### config.mk
export PLATFORM = sky130hd
export DESIGN_NAME = dqz_fmul
export DESIGN_NICKNAME = d
export VERILOG_FILES = /design/src/rtl/dqz_pkg.sv /design/src/rtl/dqz_fmul.sv
export SDC_FILE = /design/constraint.sdc
export NUM_CORES = 2
export LEC_CHECK = 0
export ABC_AREA = 1
export BUFFER_PORTS_ARGS = -buffer_cell sky130_fd_sc_hd__buf_4
export CAP_MARGIN = 0
export CORE_MARGIN = 4
export CORE_UTILIZATION = 59
export DETAILED_ROUTE_END_ITERATION = 12
export PLACE_DENSITY_LB_ADDON = 0.05
export SYNTH_ARGS = -nofsm -noshare
export SYNTH_HDL_FRONTEND = slang
export SYNTH_SLANG_ARGS = --single-unit
### constraint.sdc
create_clock -name clk -period 8.3 [get_ports clk]
set_input_delay 0.415 -clock clk [delete_from_list [all_inputs] [get_ports clk]]
set_output_delay 0.415 -clock clk [all_outputs]
set_load 0.01 [all_outputs]
### src/rtl/dqz_pkg.sv
// Shared types, codes and rounding helpers for the tensor element dequantizer.
`default_nettype none
package dqz_pkg;

	localparam logic [3:0] TYPE_INT8   = 4'd0;
	localparam logic [3:0] TYPE_UINT8  = 4'd1;
	localparam logic [3:0] TYPE_INT16  = 4'd2;
	localparam logic [3:0] TYPE_UINT16 = 4'd3;
	localparam logic [3:0] TYPE_INT32  = 4'd4;
	localparam logic [3:0] TYPE_UINT32 = 4'd5;
	localparam logic [3:0] TYPE_INT64  = 4'd6;
	localparam logic [3:0] TYPE_UINT64 = 4'd7;
	localparam logic [3:0] TYPE_FP16   = 4'd8;
	localparam logic [3:0] TYPE_FP32   = 4'd9;

	localparam logic [2:0] ST_OK     = 3'd0;
	localparam logic [2:0] ST_RANGE  = 3'd1;
	localparam logic [2:0] ST_FQUANT = 3'd2;
	localparam logic [2:0] ST_BADQ   = 3'd3;
	localparam logic [2:0] ST_NONFIN = 3'd4;

	localparam logic [2:0] CFG_TYPE  = 3'd0;
	localparam logic [2:0] CFG_BYTES = 3'd1;
	localparam logic [2:0] CFG_QUANT = 3'd2;
	localparam logic [2:0] CFG_SCALE = 3'd3;
	localparam logic [2:0] CFG_ZERO  = 3'd4;

	// travels with each element down the pipe
	typedef struct packed {
		logic        vld;
		logic [2:0]  st;
		logic        fpath;
		logic [31:0] fval;
	} dqz_ctrl_t;

	// position of the highest set bit, 0 for zero
	function automatic logic [6:0] lead_pos(input logic [65:0] x);
		logic [6:0] pos;
		pos = '0;
		for (int i = 0; i < 66; i++) begin
			if (x[i]) pos = 7'(i);
		end
		return pos;
	endfunction

	// right shift with round to nearest, ties to even
	function automatic logic [65:0] rne_shr(input logic [65:0] x, input logic [6:0] sh);
		logic [65:0] q;
		logic [65:0] rem;
		logic [65:0] half;
		q    = x >> sh;
		rem  = x & ~({66{1'b1}} << sh);
		half = (sh == 7'd0) ? '0 : (66'd1 << (sh - 7'd1));
		if (sh != 7'd0 && (rem > half || (rem == half && q[0]))) q = q + 66'd1;
		return q;
	endfunction

endpackage
`default_nettype wire

### src/rtl/dqz_fmul.sv
// Float multiply by the scale with subnormal output, overflow check, final result select.
`default_nettype none
module dqz_fmul
	import dqz_pkg::*;
(
	input  wire logic        clk,
	input  wire logic        arst_n,
	input  wire logic        en,
	input  wire dqz_ctrl_t   ctrl_s7,
	input  wire logic [23:0] md_s7,
	input  wire logic [7:0]  ed_s7,
	input  wire logic        dneg_s7,
	input  wire logic        dzero_s7,
	input  wire logic [31:0] scale_bits,
	output dqz_ctrl_t        ctrl_s10
);

	dqz_ctrl_t   ctrl_s8, ctrl_s9, ctrl_d;
	logic [47:0] p_s8, p_s9;
	logic [8:0]  esum_s8;
	logic        sign_s8, sign_s9, zero_s8;
	logic [6:0]  sh_s9;
	logic [8:0]  ebase_s9;

	logic [23:0]        ms;
	logic [7:0]         esf;
	logic [5:0]         lpos;
	logic signed [10:0] be;
	logic [6:0]         sh_d;
	logic [8:0]         ebase_d;
	logic [65:0]        m;
	logic [33:0]        rb;

	always_comb begin
		ms  = {(scale_bits[30:23] != 8'd0), scale_bits[22:0]};
		esf = (scale_bits[30:23] == 8'd0) ? 8'd1 : scale_bits[30:23];

		lpos = 6'(lead_pos({18'b0, p_s8}));
		be   = $signed({5'b0, lpos}) + $signed({2'b0, esum_s8}) - 11'sd173;
		if (zero_s8) begin
			sh_d    = '0;
			ebase_d = '0;
		end else if (be <= 11'sd0) begin
			// subnormal result: extra right shift down to exponent one
			sh_d    = 7'(lpos - 6'd23) + 7'(11'sd1 - be);
			ebase_d = '0;
		end else begin
			sh_d    = 7'(lpos - 6'd23);
			ebase_d = 9'(be - 11'sd1);
		end

		// rounding carry walks into the exponent field
		m  = rne_shr({18'b0, p_s9}, sh_s9);
		rb = {2'b0, ebase_s9, 23'd0} + m[33:0];

		ctrl_d = ctrl_s9;
		if (ctrl_s9.st != ST_OK) begin
			ctrl_d.fval = '0;
		end else if (!ctrl_s9.fpath) begin
			if (rb[33:23] >= 11'd255) begin
				ctrl_d.st   = ST_NONFIN;
				ctrl_d.fval = '0;
			end else begin
				ctrl_d.fval = {sign_s9, rb[30:0]};
			end
		end
	end

	always_ff @(posedge clk or negedge arst_n) begin
		if (!arst_n) begin
			ctrl_s8  <= '0;
			ctrl_s9  <= '0;
			ctrl_s10 <= '0;
		end else if (en) begin
			ctrl_s8  <= ctrl_s7;
			ctrl_s9  <= ctrl_s8;
			ctrl_s10 <= ctrl_d;
		end
	end

	always_ff @(posedge clk) begin
		if (en) begin
			p_s8     <= md_s7 * ms;
			esum_s8  <= {1'b0, ed_s7} + {1'b0, esf};
			sign_s8  <= dneg_s7 & ~dzero_s7;
			zero_s8  <= dzero_s7;
			p_s9     <= p_s8;
			sign_s9  <= sign_s8;
			sh_s9    <= sh_d;
			ebase_s9 <= ebase_d;
		end
	end

endmodule
`default_nettype wire

==> summary.md <==
| Metric | Value |
|---|---|
| Post-synth EDFFs | 124 |
| WL/cell | 17.6 µm |
| Initial antenna violation count | 0 |
| Final Hold Violating Endpoints | 0 |
| Largest net degree at the start of global routing | 111 |
| # setup viols final | 0 |
| TritonCTS Buffers | 24 |
| Die ar. | 62,400 µm² |
| Worst-path clk slew | 60 ps |
| Tmin final | 7750 ps |
| Vias per Instance | 5.39 |
| GRT Util Overall | 0.297 |
| R2r setup slk | 550 ps |
| Post-synth top cells | nand2_1, inv_1, fa_1 |
| Placer Congestion | 1.01 |
| Root Driver | clkbuf_16 |
| Max-cap violations | 0 |
| Clk_skew | 21.9 ps |
| Post-synthesis cell count | 4,387 |
| H-tree levels | 1 |
| Cell taking the most area after synthesis | fa_1 |
| Die X | 250 µm |
| Area share of the largest cell type after synthesis | 0.282 |
| Slowest Stage Delay on Critical Path | 470 ps |
| Port buffer count | 141 |
| Remaining antenna violation count | 0 |
| Iteration-0 DRC Markers | 2,258 |
| Mean post-synth cell area | 7.87 µm² |
| Hpwl dp | 73.5 mm |
| Drt first pass iters | 5 |
| Fin nets | 5,327 |
| Clk_lat worst skew | 550 ps |
| Slew Viols, Final | 0 |
| Hold path start | dzero_s7 |
| Yosys cell types | 66 |
| Core Box Area | 57,800 µm² |
| First-pass GRT wire length | 149 mm |
| Worst Setup Start Kind | register |
| Total vias in the final route | 28.3k |
| CP max FO | 19 |
| CP most frequent cell | nor2_2 |
| WP data required | 8690 ps |
| Hold_ws | 62.2 ps |
| DRC violations left | 0 |
| Reg2reg start | sh_s9[2]$_SDFFCE_PP0P_ |
| Worst Path Arrival | 8140 ps |
| Crit path max-delay cell type | edfxtp_1 |
| Worst Setup End Kind | register |
| Cell area after synthesis | 34,500 µm² |
| Post-synth ARST share | 0.472 |
| Hold Crit Class | in2reg |
| Final Util | 0.647 |
| Post-synth top flop | edfxtp_1 |
| Diodes inserted | 0 |
| Syn nets | 5,248 |
| Total grt overflow | 0 |
| Most common cell in the netlist | nand2_1 |
| WS Path Type | reg2reg |
| Sink Count | 235 |
| Top Ports | 143 |
| Period utilisation layout | 0.934 |
| Worst-margin pin slew | 1050 ps |
| Worst slew margin | 0.297 |
| Vias in the first global route | 28.3k |
| Hold Crit Depth | 1 |
| Seq cells post-synth | 235 |
| Die Y | 250 µm |
| Fmax | 0.129 GHz |
| Clock Tree Buf Depth | 3 |
| Total length of routed wires | 92.4 mm |
| Worst reg2reg path depth | 52 |
| Synthesis Warnings | 0 |
| Layout cell share with drive strength beyond 1 | 0.0830 |
| Starting Density | 0.597 |
| Seq/Total Area, Yosys | 0.188 |
| Crit Reg-Reg Endpoint | ctrl_s10[35]$_DFFE_PN0P_ |
| Endpoint, Worst Hold | zero_s8$_DFFE_PP_ |
| Synth top area cells | fa_1, nand2_1, edfxtp_1, inv_1, ha_1 |
| Outcome | complete, no violations |
| CTS tree | yes |
| Area Growth Syn to Fin | 8.47% |
| Placement row count | 88 |
## critical path, delay by kind of cell, from the launching register on
family          cells  cell delay (ps)
simple gates       30             3810
fa+ha+maj           3              890
flops               1              470
xor+xnor            2              380
compound gates      9             1130
buf+inv             8              860
## what timing repair did
action	CTS	global route
buffers inserted	0	14
gates resized for setup	0	39
setup endpoints to repair	0	33
hold buffers	1	0
hold endpoints to repair	36	0
## state kept, by name, indices dropped and copies added, names as in the netlist
register / cells
p_s8: 48
p_s9: 48
ctrl_s10: 37
ctrl_s8: 37
ctrl_s9: 35
ebase_s9: 9
esum_s8: 9
sh_s9: 7
ctrl_d: 2
sign_s8: 1
sign_s9: 1
zero_s8: 1
## through the flow
step	setup TNS, ps	instance area [µm²]	worst slack (ps)	cells
finish	0	37400	548	5247
detailed placement	0	36400	244	5188
floorplan	0	34500	489	4387
CTS	0	37100	236	5231
global route	-300	37400	-79.9	5247
global placement	0	36400	306	5188
## cell usage in the layout, fill, tap and decap left out, drive strengths merged, types with 26 or more instances in the layout
cell type  instances
a21oi            137
buf              237
clkbuf            37
dfrtp            111
edfxtp           124
fa               486
ha               269
inv              984
nand2           1276
nand3             68
nand4             32
nor2             187
o21ai            230
o22ai             26
xnor2             35
xor2              62
## how the worst max path moves through the flow
| stage | start | to | slack (ps) | cells past startpoint |
|---|---|---|---|---|
| 2_1_floorplan | sh_s9[2]$_SDFFCE_PP0P_ | ctrl_s10[35]$_DFFE_PN0P_ | 490 | 51 |
| 3_3_place_gp | md_s7[9] | p_s8[47]$_DFFE_PP_ | 310 | 38 |
| 3_5_place_dp | md_s7[9] | p_s8[47]$_DFFE_PP_ | 240 | 38 |
| 4_1_cts | sh_s9[2]$_SDFFCE_PP0P_ | ctrl_s10[35]$_DFFE_PN0P_ | 240 | 53 |
| 5_1_grt | sh_s9[2]$_SDFFCE_PP0P_ | ctrl_s10[35]$_DFFE_PN0P_ | -80 | 54 |
| 6_report | sh_s9[2]$_SDFFCE_PP0P_ | ctrl_s10[35]$_DFFE_PN0P_ | 550 | 52 |
## routing by layer
| layer | global-route usage | part of all wire | wire length [µm] |
|---|---|---|---|
| met2 | 0.501 | 0.48 | 44300 |
| met5 | 0 | 0 | 0 |
| met4 | 0.0995 | 0.038 | 3490 |
| met1 | 0.402 | 0.42 | 38300 |
| met3 | 0.0366 | 0.067 | 6190 |
## kinds of logic after synthesis
logic type	Yosys count	share of synthesized area
simple gates	1609	0.186
buf+inv	1173	0.131
fa+ha+maj	755	0.380
compound gates	494	0.0830
flops	235	0.188
xor+xnor	97	0.0248
mux	24	0.00696
## layout make-up
cell class	instances	area [µm²]
inverter	985	3700
tap	765	957
clock inverter	8	106
sequential	235	6500
clock buffer	34	662
multi-input combinational	2979	23600
fill	5208	20400
timing repair buffer	241	1890
Power is not shown: default switching activity piles up to over one toggle a cycle in this logic, so the estimate is an artifact.
