<file path="config.mk">
export PLATFORM = sky130hd
export DESIGN_NAME = dqz_i2f
export DESIGN_NICKNAME = d
export VERILOG_FILES = /design/src/rtl/dqz_pkg.sv /design/src/rtl/dqz_i2f.sv
export SDC_FILE = /design/constraint.sdc
export NUM_CORES = 2
export LEC_CHECK = 0
export BUFFER_PORTS_ARGS = -buffer_cell sky130_fd_sc_hd__buf_2
export CELL_PAD_IN_SITES_DETAIL_PLACEMENT = 1
export CELL_PAD_IN_SITES_GLOBAL_PLACEMENT = 1
export CORE_ASPECT_RATIO = 1.25
export CORE_MARGIN = 2
export CORE_UTILIZATION = 45
export DETAILED_ROUTE_END_ITERATION = 16
export PLACE_DENSITY = 0.82
export SETUP_SLACK_MARGIN = 0.1
export SYNTH_ARGS = -nofsm -noshare
export SYNTH_HDL_FRONTEND = slang
export SYNTH_SLANG_ARGS = --single-unit
</file>
<file path="constraint.sdc">
create_clock -name clk -period 10.2 [get_ports clk]
set_input_delay 1.02 -clock clk [delete_from_list [all_inputs] [get_ports clk]]
set_output_delay 1.02 -clock clk [all_outputs]
set_load 0.02 [all_outputs]
</file>
<file path="src/rtl/dqz_pkg.sv">
// Shared types, codes and rounding helpers for the tensor element dequantizer.
`default_nettype none
package dqz_pkg;

	localparam logic [3:0] TYPE_INT8   = 4'd0;
	localparam logic [3:0] TYPE_UINT8  = 4'd1;
	localparam logic [3:0] TYPE_INT16  = 4'd2;
	localparam logic [3:0] TYPE_UINT16 = 4'd3;
	localparam logic [3:0] TYPE_INT32  = 4'd4;
	localparam logic [3:0] TYPE_UINT32 = 4'd5;
	localparam logic [3:0] TYPE_INT64  = 4'd6;
	localparam logic [3:0] TYPE_UINT64 = 4'd7;
	localparam logic [3:0] TYPE_FP16   = 4'd8;
	localparam logic [3:0] TYPE_FP32   = 4'd9;

	localparam logic [2:0] ST_OK     = 3'd0;
	localparam logic [2:0] ST_RANGE  = 3'd1;
	localparam logic [2:0] ST_FQUANT = 3'd2;
	localparam logic [2:0] ST_BADQ   = 3'd3;
	localparam logic [2:0] ST_NONFIN = 3'd4;

	localparam logic [2:0] CFG_TYPE  = 3'd0;
	localparam logic [2:0] CFG_BYTES = 3'd1;
	localparam logic [2:0] CFG_QUANT = 3'd2;
	localparam logic [2:0] CFG_SCALE = 3'd3;
	localparam logic [2:0] CFG_ZERO  = 3'd4;

	// travels with each element down the pipe
	typedef struct packed {
		logic        vld;
		logic [2:0]  st;
		logic        fpath;
		logic [31:0] fval;
	} dqz_ctrl_t;

	// position of the highest set bit, 0 for zero
	function automatic logic [6:0] lead_pos(input logic [65:0] x);
		logic [6:0] pos;
		pos = '0;
		for (int i = 0; i < 66; i++) begin
			if (x[i]) pos = 7'(i);
		end
		return pos;
	endfunction

	// right shift with round to nearest, ties to even
	function automatic logic [65:0] rne_shr(input logic [65:0] x, input logic [6:0] sh);
		logic [65:0] q;
		logic [65:0] rem;
		logic [65:0] half;
		q    = x >> sh;
		rem  = x & ~({66{1'b1}} << sh);
		half = (sh == 7'd0) ? '0 : (66'd1 << (sh - 7'd1));
		if (sh != 7'd0 && (rem > half || (rem == half && q[0]))) q = q + 66'd1;
		return q;
	endfunction

endpackage
`default_nettype wire

</file>
<file path="src/rtl/dqz_i2f.sv">
// Integer to float rounding of element and zero point, exact difference, rounding of it.
`default_nettype none
module dqz_i2f
	import dqz_pkg::*;
(
	input  wire logic        clk,
	input  wire logic        arst_n,
	input  wire logic        en,
	input  wire dqz_ctrl_t   ctrl_s1,
	input  wire logic [63:0] vmag_s1,
	input  wire logic        vneg_s1,
	input  wire logic [31:0] zmag_s1,
	input  wire logic        zneg_s1,
	output dqz_ctrl_t        ctrl_s7,
	output logic [23:0]      md_s7,
	output logic [7:0]       ed_s7,
	output logic             dneg_s7,
	output logic             dzero_s7
);

	dqz_ctrl_t   ctrl_s2, ctrl_s3, ctrl_s4, ctrl_s5, ctrl_s6;
	logic [63:0] vmag_s2;
	logic [31:0] zmag_s2;
	logic [6:0]  pv_s2, pz_s2;
	logic        vneg_s2, zneg_s2, vneg_s3, zneg_s3;
	logic [64:0] sint_s3;
	logic [32:0] zint_s3;
	logic [66:0] d_s4;
	logic [65:0] dmag_s5, dmag_s6;
	logic        dneg_s5, dneg_s6;
	logic [6:0]  pd_s6;

	logic [65:0] mv, mz, md;
	logic [64:0] sint_d;
	logic [32:0] zint_d;
	logic [66:0] a_d, b_d;
	logic [23:0] md_d;
	logic [7:0]  ed_d;

	always_comb begin
		mv = rne_shr({2'b0, vmag_s2}, pv_s2 - 7'd23);
		mz = rne_shr({34'b0, zmag_s2}, pz_s2 - 7'd23);
		// the float values are integers: keep them as exact integers
		sint_d = (pv_s2 <= 7'd23) ? {1'b0, vmag_s2} : (mv[64:0] << (pv_s2 - 7'd23));
		zint_d = (pz_s2 <= 7'd23) ? {1'b0, zmag_s2} : (mz[32:0] << (pz_s2 - 7'd23));
		a_d = vneg_s3 ? (67'd0 - {2'b0, sint_s3}) : {2'b0, sint_s3};
		b_d = zneg_s3 ? (67'd0 - {34'b0, zint_s3}) : {34'b0, zint_s3};
		md  = rne_shr(dmag_s6, pd_s6 - 7'd23);
		if (pd_s6 <= 7'd23) begin
			md_d = 24'(dmag_s6 << (7'd23 - pd_s6));
			ed_d = 8'(pd_s6) + 8'd127;
		end else if (md[24]) begin
			md_d = md[24:1];
			ed_d = 8'(pd_s6) + 8'd128;
		end else begin
			md_d = md[23:0];
			ed_d = 8'(pd_s6) + 8'd127;
		end
	end

	always_ff @(posedge clk or negedge arst_n) begin
		if (!arst_n) begin
			ctrl_s2 <= '0;
			ctrl_s3 <= '0;
			ctrl_s4 <= '0;
			ctrl_s5 <= '0;
			ctrl_s6 <= '0;
			ctrl_s7 <= '0;
		end else if (en) begin
			ctrl_s2 <= ctrl_s1;
			ctrl_s3 <= ctrl_s2;
			ctrl_s4 <= ctrl_s3;
			ctrl_s5 <= ctrl_s4;
			ctrl_s6 <= ctrl_s5;
			ctrl_s7 <= ctrl_s6;
		end
	end

	always_ff @(posedge clk) begin
		if (en) begin
			vmag_s2  <= vmag_s1;
			zmag_s2  <= zmag_s1;
			vneg_s2  <= vneg_s1;
			zneg_s2  <= zneg_s1;
			pv_s2    <= lead_pos({2'b0, vmag_s1});
			pz_s2    <= lead_pos({34'b0, zmag_s1});
			sint_s3  <= sint_d;
			zint_s3  <= zint_d;
			vneg_s3  <= vneg_s2;
			zneg_s3  <= zneg_s2;
			d_s4     <= a_d - b_d;
			dneg_s5  <= d_s4[66];
			dmag_s5  <= d_s4[66] ? 66'(67'd0 - d_s4) : d_s4[65:0];
			dneg_s6  <= dneg_s5;
			dmag_s6  <= dmag_s5;
			pd_s6    <= lead_pos(dmag_s5);
			md_s7    <= md_d;
			ed_s7    <= ed_d;
			dneg_s7  <= dneg_s6;
			dzero_s7 <= (dmag_s6 == 66'd0);
		end
	end

endmodule
`default_nettype wire

</file>
==> results.yml <==
clock_tree:
  ctsResizeCount: 0
  worstSkewPairLatency_ns: 0.74
  cts-hold-fix-buffers: 0
  htree_num_levels: 3
  cts_tree: "built"
  number_of_buffers_inserted_during_clock_tree_synthesis: 73
  post-cts-setup-buffer-count: 0
  clockRootBuffer: "sky130_fd_sc_hd__clkbuf_16"
  clkSlewWorstSetupHoldPaths_ns: 0.08
  clockBufferDepth: 3
  clock-sinks: 673
sta:
  timing.final.crit_share: 0.901
  rsz_0062_raised_after_global_routing: "false"
  final-hold-violation-count: 0
  clock.fmax_mhz: 109
  worst-slew-pin-transition_ns: 1.40
  final.min_clock_period_ns: 9.19
  fin_skew_ns: 0.0758
  slew_headroom: 0.0638
  fin_tns_setup_ns: 0
  setup_viol: 0
  final-max-slew-violation-count: 0
placed_design:
  routabilityCongestion: 1.06
  detailed_placement_wirelength_estimate_um: 196000
  placement.io_buffers: 208
  post-place-cells: 8148
critical_path:
  worstSetupPathType: "register to register"
  worst_ep_required_time_ns: 10.60
  crit_start: "pv_s2[0]"
  worstSetupEndpointType: "register"
  critical-path-top-cell-by-count: "sky130_fd_sc_hd__nor3_1"
  crit_arrival_ns: 9.58
  rr_startpoint: "pv_s2[0]"
  maximum_cell_stage_delay_along_the_critical_path_ns: 0.78
  cp_max_fo: 23
  timing.critical_path.slowest_stage_cell: "sky130_fd_sc_hd__xnor2_1"
  startpoint_type: "register"
min_path:
  worst_hold_path_type: "input port to asynchronous set/reset pin"
floorplan:
  floorplan.core_area_um2: 134000
  floorplan.initialDensity: 0.454
  die-width_um: 333
  pin_count: 209
  design.die.area_um2: 138000
  placement_rows: 150
  chipHeight_um: 415
yosys:
  synth.yosys.warnings: 0
  synth_ff_type: "sky130_fd_sc_hd__edfxtp_1"
  yosys_register_bits: 673
  postSynth.asyncResetShare: 0.330
  synthesis.area_um2: 60900
  synth-edff-count: 451
  synth_area_per_cell_um2: 9.48
  yosys.cell_types.count: 131
  synthesis.nets: 6831
  share_of_the_yosys_chip_area_belonging_to_registers: 0.314
  netlist_instances: 6422
detailed_routing:
  routed_wl_um: 257000
  routed_wire_length_per_instance_um: 31.0
  vias: 56500
  dr.pass1.iters: 7
  detail_route.iter0.violations: 5648
  antenna_violating_nets_post_route: 0
  drt_drc_violations_left: 0
  detail_route.vias_per_cell: 6.82
status:
  status: "completed"
power:
  vdd.ir_drop.worst_v: 0.000137
  power_density_nw_per_um2: 208
  static-leakage-power_nw: 24.9
run:
  cap_violations: 0
grt:
  initial_antenna_violation_count: 14
  grt_remaining_overflow: 0
  grt_util_all_layers: 0.361
  grt_pass1_vias: 57500
  largest_net_degree_at_the_start_of_global_routing: 141
  wire_length_of_the_first_global_routing_pass_um: 378000
finish:
  instances_no_fill: 8289
  nets: 6884
  syn_to_final_growth_pct: 8.77
  post_route_cells_drive_above_1_share: 0.183
[logic make-up after synthesis]
| logic type | share of synthesized area |
|---|---|
| AO/OA/AOI/OAI | 0.180 |
| XOR/XNOR | 0.0490 |
| adder cells (fa/ha/maj) | 0.0558 |
| buffers and inverters | 0.0393 |
| flip-flops | 0.314 |
| multiplexers | 0.193 |
| AND/OR/NAND/NOR | 0.169 |
[synthesized netlist by cell type (all sizes together) (152+ instances only)]
cell type | instances | share of area
a21oi | 328 | 0.027
nand3 | 198 | 0.016
nor3 | 170 | 0.015
ha | 270 | 0.056
nand2 | 662 | 0.041
buf | 152 | 0.016
nor2 | 482 | 0.030
mux4 | 168 | 0.063
xnor2 | 239 | 0.035
mux2 | 431 | 0.080
dfrtp | 222 | 0.091
clkbuf | 240 | 0.015
o21ai | 300 | 0.025
edfxtp | 451 | 0.22
mux2i | 308 | 0.051
[worst paths after layout]
path,end,slack (ns),cells past startpoint
min in group clk,vneg_s3,0.41,0
max in group asynchronous,ctrl_s4[14],8.16,2
setup / recovery,sint_s3[61],1.01,28
hold / removal,ctrl_s4[7],0.41,1
setup reg to reg,sint_s3[61],1.01,28
hold reg to reg,vneg_s3,0.41,0
[state kept, by name (all words and copies together) (netlist names), 5 cells and up]
register,flops
d_s4,67
dmag_s5,66
dmag_s6,66
sint_s3,65
vmag_s2,64
ctrl_s2,37
ctrl_s3,37
ctrl_s4,37
ctrl_s5,37
ctrl_s6,37
ctrl_s7,37
zint_s3,33
zmag_s2,32
md_s7,24
ed_s7,8
pd_s6,7
pv_s2,6
pz_s2,5
[layout make-up]
type                       instances  area [µm²]
fill                           15200       67800
multi-input combinational       5223       39600
sequential                       673       19100
timing repair buffer             371        2300
tap                             1748        2190
clock buffer                      94        2010
inverter                         133         500
clock inverter                    36         449
antenna                           11        27.5
[worst max-delay path, delay by kind of cell (launching register included)]
family                   cells  cell delay [ns]
XOR/XNOR                     2             0.95
flip-flops                   1             0.68
buffers and inverters        3             0.62
AO/OA/AOI/OAI                6             1.87
AND/OR/NAND/NOR             14             3.61
adder cells (fa/ha/maj)      3             1.09
[layout by cell type (no fill, tap or decap), drive strengths merged, types with 25 or more instances in the layout]
cell	count
nor2	482
o211ai	65
nand2	662
or4	44
nand2b	53
nor4	92
o21ai	300
o22ai	54
nand4	78
ha	270
mux4	168
o21a	76
edfxtp	451
o221ai	40
a21boi	62
xnor2	239
dfrtp	222
clkbuf	94
nor3	170
o41ai	29
inv	142
and3	50
a21o	98
nor2b	72
buf	371
a22o	25
mux2i	308
and2	81
a31oi	41
a22oi	27
o31ai	81
xor2	96
mux2	431
nand3	198
a211oi	63
o21bai	31
or3	51
a21oi	328
[metal layers]
| metal | track usage | part of all wire | up-vias |
|---|---|---|---|
| li1 | - | - | 24600 |
| met1 | 0.423 | 0.37 | 28100 |
| met2 | 0.596 | 0.47 | 2837 |
| met3 | 0.0652 | 0.075 | 943 |
| met4 | 0.258 | 0.084 | 8 |
| met5 | 0 | 0.00023 | - |
[where the power goes]
group	switching (mW)	internal (mW)	leakage, nW
clock	1.22	1.57	1.21
combinational	4.20	2.55	16.6
sequential	0.601	3.62	7.09
[stage by stage]
step / setup slack [ns] / util / area, µm² / hold WS (ns) / power, mW
floorplan: 1.73 / - / 60900 / 0.400 / 8.46
global placement: 1.58 / 0.475 / 63700 / 0.403 / 10.6
detailed placement: 1.37 / 0.475 / 63700 / 0.414 / 10.8
CTS: 1.25 / 0.494 / 66200 / 0.402 / 13.6
global route: 0.605 / 0.494 / 66200 / 0.414 / 14.3
finish: 1.01 / 0.494 / 66200 / 0.411 / 13.8
Note: power is estimated with default switching activity, not from simulation.
