## src/rtl/dqz_pkg.sv

```systemverilog
// Shared types, codes and rounding helpers for the tensor element dequantizer.
`default_nettype none
package dqz_pkg;

	localparam logic [3:0] TYPE_INT8   = 4'd0;
	localparam logic [3:0] TYPE_UINT8  = 4'd1;
	localparam logic [3:0] TYPE_INT16  = 4'd2;
	localparam logic [3:0] TYPE_UINT16 = 4'd3;
	localparam logic [3:0] TYPE_INT32  = 4'd4;
	localparam logic [3:0] TYPE_UINT32 = 4'd5;
	localparam logic [3:0] TYPE_INT64  = 4'd6;
	localparam logic [3:0] TYPE_UINT64 = 4'd7;
	localparam logic [3:0] TYPE_FP16   = 4'd8;
	localparam logic [3:0] TYPE_FP32   = 4'd9;

	localparam logic [2:0] ST_OK     = 3'd0;
	localparam logic [2:0] ST_RANGE  = 3'd1;
	localparam logic [2:0] ST_FQUANT = 3'd2;
	localparam logic [2:0] ST_BADQ   = 3'd3;
	localparam logic [2:0] ST_NONFIN = 3'd4;

	localparam logic [2:0] CFG_TYPE  = 3'd0;
	localparam logic [2:0] CFG_BYTES = 3'd1;
	localparam logic [2:0] CFG_QUANT = 3'd2;
	localparam logic [2:0] CFG_SCALE = 3'd3;
	localparam logic [2:0] CFG_ZERO  = 3'd4;

	// travels with each element down the pipe
	typedef struct packed {
		logic        vld;
		logic [2:0]  st;
		logic        fpath;
		logic [31:0] fval;
	} dqz_ctrl_t;

	// position of the highest set bit, 0 for zero
	function automatic logic [6:0] lead_pos(input logic [65:0] x);
		logic [6:0] pos;
		pos = '0;
		for (int i = 0; i < 66; i++) begin
			if (x[i]) pos = 7'(i);
		end
		return pos;
	endfunction

	// right shift with round to nearest, ties to even
	function automatic logic [65:0] rne_shr(input logic [65:0] x, input logic [6:0] sh);
		logic [65:0] q;
		logic [65:0] rem;
		logic [65:0] half;
		q    = x >> sh;
		rem  = x & ~({66{1'b1}} << sh);
		half = (sh == 7'd0) ? '0 : (66'd1 << (sh - 7'd1));
		if (sh != 7'd0 && (rem > half || (rem == half && q[0]))) q = q + 66'd1;
		return q;
	endfunction

endpackage
`default_nettype wire

```

## src/rtl/dqz_decode.sv

```systemverilog
// First stage: range and type checks, half widening, integer sign and magnitude.
`default_nettype none
module dqz_decode
	import dqz_pkg::*;
(
	input  wire logic        clk,
	input  wire logic        arst_n,
	input  wire logic        en,
	input  wire logic        elem_valid,
	input  wire logic [31:0] element_index,
	input  wire logic [63:0] raw_element,
	input  wire logic [3:0]  element_type,
	input  wire logic [31:0] tensor_byte_count,
	input  wire logic        quantized_flag,
	input  wire logic [31:0] scale_bits,
	input  wire logic [31:0] zero_offset,
	output dqz_ctrl_t        ctrl_s1,
	output logic [63:0]      vmag_s1,
	output logic             vneg_s1,
	output logic [31:0]      zmag_s1,
	output logic             zneg_s1
);

	function automatic logic [31:0] half_widen(input logic [15:0] h);
		logic [31:0] sign;
		logic [4:0]  ex;
		logic [9:0]  man;
		logic [6:0]  q;
		logic [10:0] nm;
		logic [7:0]  ne;
		sign = {h[15], 31'd0};
		ex   = h[14:10];
		man  = h[9:0];
		q    = lead_pos({56'd0, man});
		nm   = {1'b0, man} << (7'd10 - q);
		ne   = 8'd103 + 8'(q);
		if (ex == 5'd0) begin
			if (man == 10'd0) return sign;
			return sign | {1'b0, ne, nm[9:0], 13'd0};
		end
		if (ex == 5'h1f) return sign | 32'h7f80_0000 | {9'd0, man, 13'd0};
		return sign | {1'b0, 8'(ex) + 8'd112, man, 13'd0};
	endfunction

	logic        sz_ok;
	logic [1:0]  sz_l;
	logic        sgn;
	logic [63:0] sx;
	logic        neg;
	logic        range_bad;
	logic        scale_bad;
	dqz_ctrl_t   ctrl_d;

	always_comb begin
		sz_ok = 1'b1;
		sz_l  = 2'd0;
		unique case (element_type)
			TYPE_INT8, TYPE_UINT8:               sz_l = 2'd0;
			TYPE_INT16, TYPE_UINT16, TYPE_FP16:  sz_l = 2'd1;
			TYPE_INT32, TYPE_UINT32, TYPE_FP32:  sz_l = 2'd2;
			TYPE_INT64, TYPE_UINT64:             sz_l = 2'd3;
			default:                             sz_ok = 1'b0;
		endcase
		sgn = ~element_type[0];
		unique case (sz_l)
			2'd0: sx = {{56{raw_element[7] & sgn}}, raw_element[7:0]};
			2'd1: sx = {{48{raw_element[15] & sgn}}, raw_element[15:0]};
			2'd2: sx = {{32{raw_element[31] & sgn}}, raw_element[31:0]};
			default: sx = raw_element;
		endcase
		neg = sgn & sx[63];

		range_bad = !sz_ok || (element_index >= (tensor_byte_count >> sz_l)) ||
			((tensor_byte_count & ~({32{1'b1}} << sz_l)) != 32'd0);
		scale_bad = !quantized_flag || scale_bits[31] ||
			(scale_bits[30:23] == 8'hff) || (scale_bits[30:0] == 31'd0);

		ctrl_d.vld   = elem_valid;
		ctrl_d.st    = ST_OK;
		ctrl_d.fpath = 1'b0;
		ctrl_d.fval  = '0;
		if (range_bad) begin
			ctrl_d.st = ST_RANGE;
		end else if (element_type[3]) begin
			if (quantized_flag) begin
				ctrl_d.st = ST_FQUANT;
			end else begin
				ctrl_d.fpath = 1'b1;
				ctrl_d.fval  = (element_type == TYPE_FP16) ?
					half_widen(raw_element[15:0]) : raw_element[31:0];
			end
		end else if (scale_bad) begin
			ctrl_d.st = ST_BADQ;
		end
	end

	always_ff @(posedge clk or negedge arst_n) begin
		if (!arst_n) begin
			ctrl_s1 <= '0;
		end else if (en) begin
			ctrl_s1 <= ctrl_d;
		end
	end

	always_ff @(posedge clk) begin
		if (en) begin
			vmag_s1 <= neg ? (64'd0 - sx) : sx;
			vneg_s1 <= neg;
			zneg_s1 <= zero_offset[31];
			zmag_s1 <= zero_offset[31] ? (32'd0 - zero_offset) : zero_offset;
		end
	end

endmodule
`default_nettype wire

```

## config.mk

```make
export PLATFORM = sky130hd
export DESIGN_NAME = dqz_decode
export DESIGN_NICKNAME = d
export VERILOG_FILES = /design/src/rtl/dqz_pkg.sv /design/src/rtl/dqz_decode.sv
export SDC_FILE = /design/constraint.sdc
export NUM_CORES = 1
export LEC_CHECK = 0
export ABC_AREA = 0
export ABC_CLOCK_PERIOD_IN_PS = 2100
export BUFFER_PORTS_ARGS = -buffer_cell sky130_fd_sc_hd__buf_2
export CAP_MARGIN = 20
export CORE_MARGIN = 3
export CORE_UTILIZATION = 25
export CTS_CLUSTER_SIZE = 30
export DETAILED_ROUTE_END_ITERATION = 7
export PLACE_DENSITY = 0.54
export SYNTH_ARGS = -nofsm -noshare
export SYNTH_HDL_FRONTEND = slang
export SYNTH_SLANG_ARGS = --single-unit
```

## constraint.sdc

```tcl
create_clock -name clk -period 2.1 [get_ports clk]
set_input_delay 0 -clock clk [delete_from_list [all_inputs] [get_ports clk]]
set_output_delay 0 -clock clk [all_outputs]
set_load 0.05 [all_outputs]
```

==> impl_summary.txt <==
----------------------------------------------------
[Outcome]
  Result of the run ... finished with violations
  Violated checks ... setup timing

[Setup path]
  CP arrival ... 2.99 ns
  Required time of the critical path ... 2.42 ns
  Slack of the worst reg-to-reg path ... 0.74 ns
  Kind of cell with the highest combined delay on the critical path ... simple AND/OR/NAND/NOR gates
  Number of buffers and inverters on the critical path ... 6
  WP depth ... 18
  Delay of the slowest critical-path stage ... 0.49 ns
  Critical R2R Launch ... ctrl_s1[17]$_DFFE_PN0P_
  Kind of end point of the critical path ... register
  Crit path top cell by count ... sky130_fd_sc_hd__buf_4
  Worst setup path category ... input pin to register
  Cells along the critical path ... buf_8 -> buf_4 -> nor4bb_4 -> buf_4 -> or2_4 -> buf_4 -> nand2_1 -> nand2_2 -> ha_4 -> nand4_1 -> or4_4 -> a211oi_2 -> o31ai_2 -> nand3_1 -> buf_6 -> nor2_4 -> buf_12 -> a22o_1
  R2r worst-path depth ... 3
  Slowest-stage cell, CP ... sky130_fd_sc_hd__or4_4
  Startpoint class of the critical path ... input pin
  Reg-to-reg critical path endpoint ... ctrl_s1[17]$_DFFE_PN0P_
  Maximum fanout along the worst path ... 13

[Hold path]
  Path category of the worst min-delay check ... input pin to register
  Launch instance of the worst min-delay path ... raw_element[50]
  End point of the most critical hold path ... vmag_s1[50]$_DFFE_PP_
  Depth of the worst hold-timing path ... 3

[Floorplan]
  Initial core utilization ... 25.7%
  Placement Rows ... 70
  Die area ... 40,600 um2
  Core Footprint ... 37,100 um2
  Die Span Y ... 201 um
  Top-Level Pins ... 336
  Die outline width ... 201 um

[Global route]
  First-pass GRT wire length ... 63.9 mm
  Largest net degree at the start of global routing ... 111
  Vias in the first global route ... 10,775
  GRT Total Usage ... 20.1%
  Antenna violations before repair ... 8
  Global route overflow ... 0

[Yosys]
  Cell taking the most area after synthesis ... sky130_fd_sc_hd__edfxtp_1
  Synthesized netlist cell count ... 1,069
  Total of warnings raised by yosys ... 0
  Main synth FF type ... sky130_fd_sc_hd__edfxtp_1
  #FFs+latches synth ... 134
  Avg Synthesized Cell Area ... 8.94 um2
  Top cells by area, synth ... sky130_fd_sc_hd__edfxtp_1, sky130_fd_sc_hd__dfrtp_1, sky130_fd_sc_hd__nand2_1, sky130_fd_sc_hd__ha_1, sky130_fd_sc_hd__a21oi_1
  Summed instance area of the synthesized netlist ... 9550 um2
  Nets in the synthesized netlist ... 1,306
  Post-synth top area share ... 30.8%
  Seq/Total Area, Yosys ... 40.2%
  Number of distinct library cells after synthesis ... 74
  Proportion of register bits with asynchronous set or reset after synthesis ... 26.9%
  Number of enable flip-flop cells after synthesis ... 98

[Power and ir drop]
  Static Leak ... 6.76 nW
  Final Total Pwr ... 0.00943 W
  PwrDens ... 605 nW/um2
  Worst ir drop on vdd ... 590 uV

[Timing]
  Clock skew after layout ... 0 ns
  Endpoints failing setup ... 41
  Max_slew headroom ... 43.8%
  Share of the clock period used by the worst path after layout ... 127%
  Worst hold margin ... 0.0279 ns
  Setup repair after global routing missed its margin ... yes
  Transition time at the pin with the least slew margin ... 0.843 ns
  Upper clock frequency limit ... 374 MHz
  Final worst-path setup slack ... -0.571 ns
  Hold Vio Cnt, Final ... 0
  Fin crit period ... 2.67 ns
  Max-slew violation count ... 0
  Setup tns final ... -17.99 ns

[Clock network]
  Root buffer cell ... sky130_fd_sc_hd__clkbuf_16
  Clock latency reported for the late side of the worst-skew pair ... 0.42 ns
  Clock sink count ... 134
  Depth of the CTS H-tree ... 4
  CTS clk-pin slew, worst paths ... 0.07 ns
  Maximum number of buffers from clock root to sink ... 2
  CTS buffer count ... 17
  Clock tree from TritonCTS ... built

[Finish]
  Synthesis-to-layout area growth ... 63.1%
  Fillcell total ... 3,766
  Net count reported at finish ... 1,890
  Layout cell share with drive strength beyond 1 ... 45.2%
  Filler-free cell count of the finished design ... 2,173

[Routing]
  1st-pass router iterations ... 5
  Antenna Nets Post-Route ... 0
  Final routed wire length divided by cell count ... 19.5 um
  Final Routed Wirelength ... 42.4 mm
  Number of vias in the routed layout ... 10,885
  First-iteration detailed-routing DRC count ... 518
  Vias per Instance ... 5.01
  DRC violations left ... 0

[Placed design]
  Dpl ws ... -1.39 ns
  Final HPWL from detailed placement ... 32.9 mm
  RD Place Congestion ... 0.918
  Inst Count DP ... 2,051
  Port Buffer Count ... 334

[Flow run]
  Number of max-cap violations ... 0

----------------------------------------------------
-- cells by family after synthesis --
kind of cell	after synthesis	synth area share, %
simple gates	419	20.8
compound gates	282	19.6
flops	134	40.2
buf+inv	89	3.86
xor+xnor	60	5.50
mux	47	5.11
fa+ha+maj	37	4.82
other cells	1	0.0392
-- cells in the mapped netlist, drive strengths merged (9+ instances only) --
cell	number
a21oi	84
nor2b	9
inv	22
nand2b	12
nand2	157
edfxtp	98
buf	9
mux2i	42
clkbuf	56
nor3	39
o21ai	51
nand3	17
xnor2	47
or4	12
ha	36
nor4	19
dfrtp	36
or3	19
nor2	89
a31oi	9
or2	11
a211oi	16
o32ai	9
xor2	13
o31ai	22
nand4	14
a22o	14
-- metal layers --
metal  share of wire, %  global-route usage [%]  vias up
met4                2.3                    5.46       10
met5               0.13                       0        -
met2                 47                    34.1      455
met1                 43                    25.3     5200
li1                   -                       -     5160
met3                7.9                    5.48       60
-- power breakdown --
| part | switching [W] | internal, W | total [W] |
|---|---|---|---|
| sequential | 0.0000630 | 0.00312 | 0.00318 |
| combinational | 0.00202 | 0.00115 | 0.00316 |
| clock | 0.00125 | 0.00183 | 0.00309 |
| total | 0.00333 | 0.00610 | 0.00943 |
-- stage by stage --
stage / utilization [%] / instance area [um2]
finish: 42.0 / 15600
global route: 42.0 / 15600
CTS: 40.3 / 15000
detailed placement: 36.0 / 13400
global placement: 36.0 / 13400
floorplan: - / 9860
-- placed cells by master (no fill, tap or decap), types with 21 or more instances in the layout --
cell type,n
sky130_fd_sc_hd__mux2i_1,29
sky130_fd_sc_hd__inv_1,21
sky130_fd_sc_hd__a21oi_1,72
sky130_fd_sc_hd__dfrtp_1,36
sky130_fd_sc_hd__edfxtp_1,98
sky130_fd_sc_hd__o21ai_0,33
sky130_fd_sc_hd__buf_4,210
sky130_fd_sc_hd__nor2_1,80
sky130_fd_sc_hd__buf_2,329
sky130_fd_sc_hd__xnor2_1,47
sky130_fd_sc_hd__nand2_1,140
sky130_fd_sc_hd__nor3_1,32
sky130_fd_sc_hd__buf_6,23
sky130_fd_sc_hd__clkbuf_16,21
sky130_fd_sc_hd__dlygate4sd3_1,55
sky130_fd_sc_hd__ha_1,31
-- state kept, by name, indices dropped and copies added (netlist names) --
name	count
vmag_s1	64
ctrl_s1	36
zmag_s1	32
vneg_s1	1
zneg_s1	1
-- worst max-delay path by stage --
| stage | slack [ns] | endpoint | startpoint |
|---|---|---|---|
| 3_3_place_gp | -1.29 | ctrl_s1[5]$_DFFE_PN0P_ | element_type[2] |
| 3_5_place_dp | -1.39 | ctrl_s1[3]$_DFFE_PN0P_ | element_type[0] |
| 2_1_floorplan | -0.92 | ctrl_s1[20]$_DFFE_PN0P_ | element_type[3] |
| 6_report | -0.57 | ctrl_s1[10]$_DFFE_PN0P_ | element_type[0] |
| 5_1_grt | -0.67 | ctrl_s1[20]$_DFFE_PN0P_ | element_type[2] |
| 4_1_cts | -0.58 | ctrl_s1[19]$_DFFE_PN0P_ | element_type[2] |
-- area by class of cell --
cell class	instances	area, um2	share of cell area (%)
timing repair buffer	630	4270	27.4
multi-input combinational	846	6130	39.4
sequential	134	3840	24.7
clock buffer	25	549	3.52
tap	504	631	4.05
inverter	24	95.1	0.610
antenna	3	7.51	0.0482
clock inverter	7	52.6	0.337
-- tightest hold or removal path, cell delays in order --
cell	delay, ns
sky130_fd_sc_hd__buf_2	0.12
sky130_fd_sc_hd__a21oi_1	0.07
sky130_fd_sc_hd__xor2_1	0.13
-- what timing repair did --
item	in CTS	in global routing
pin swaps	36	43
hold endpoints to repair	92	0
hold buffers	55	0
setup endpoints to repair	68	68
buffers inserted	7	26
resized for setup	80	99
gates cloned	3	0
No activity file was read; power rests on OpenSTA's default activity.
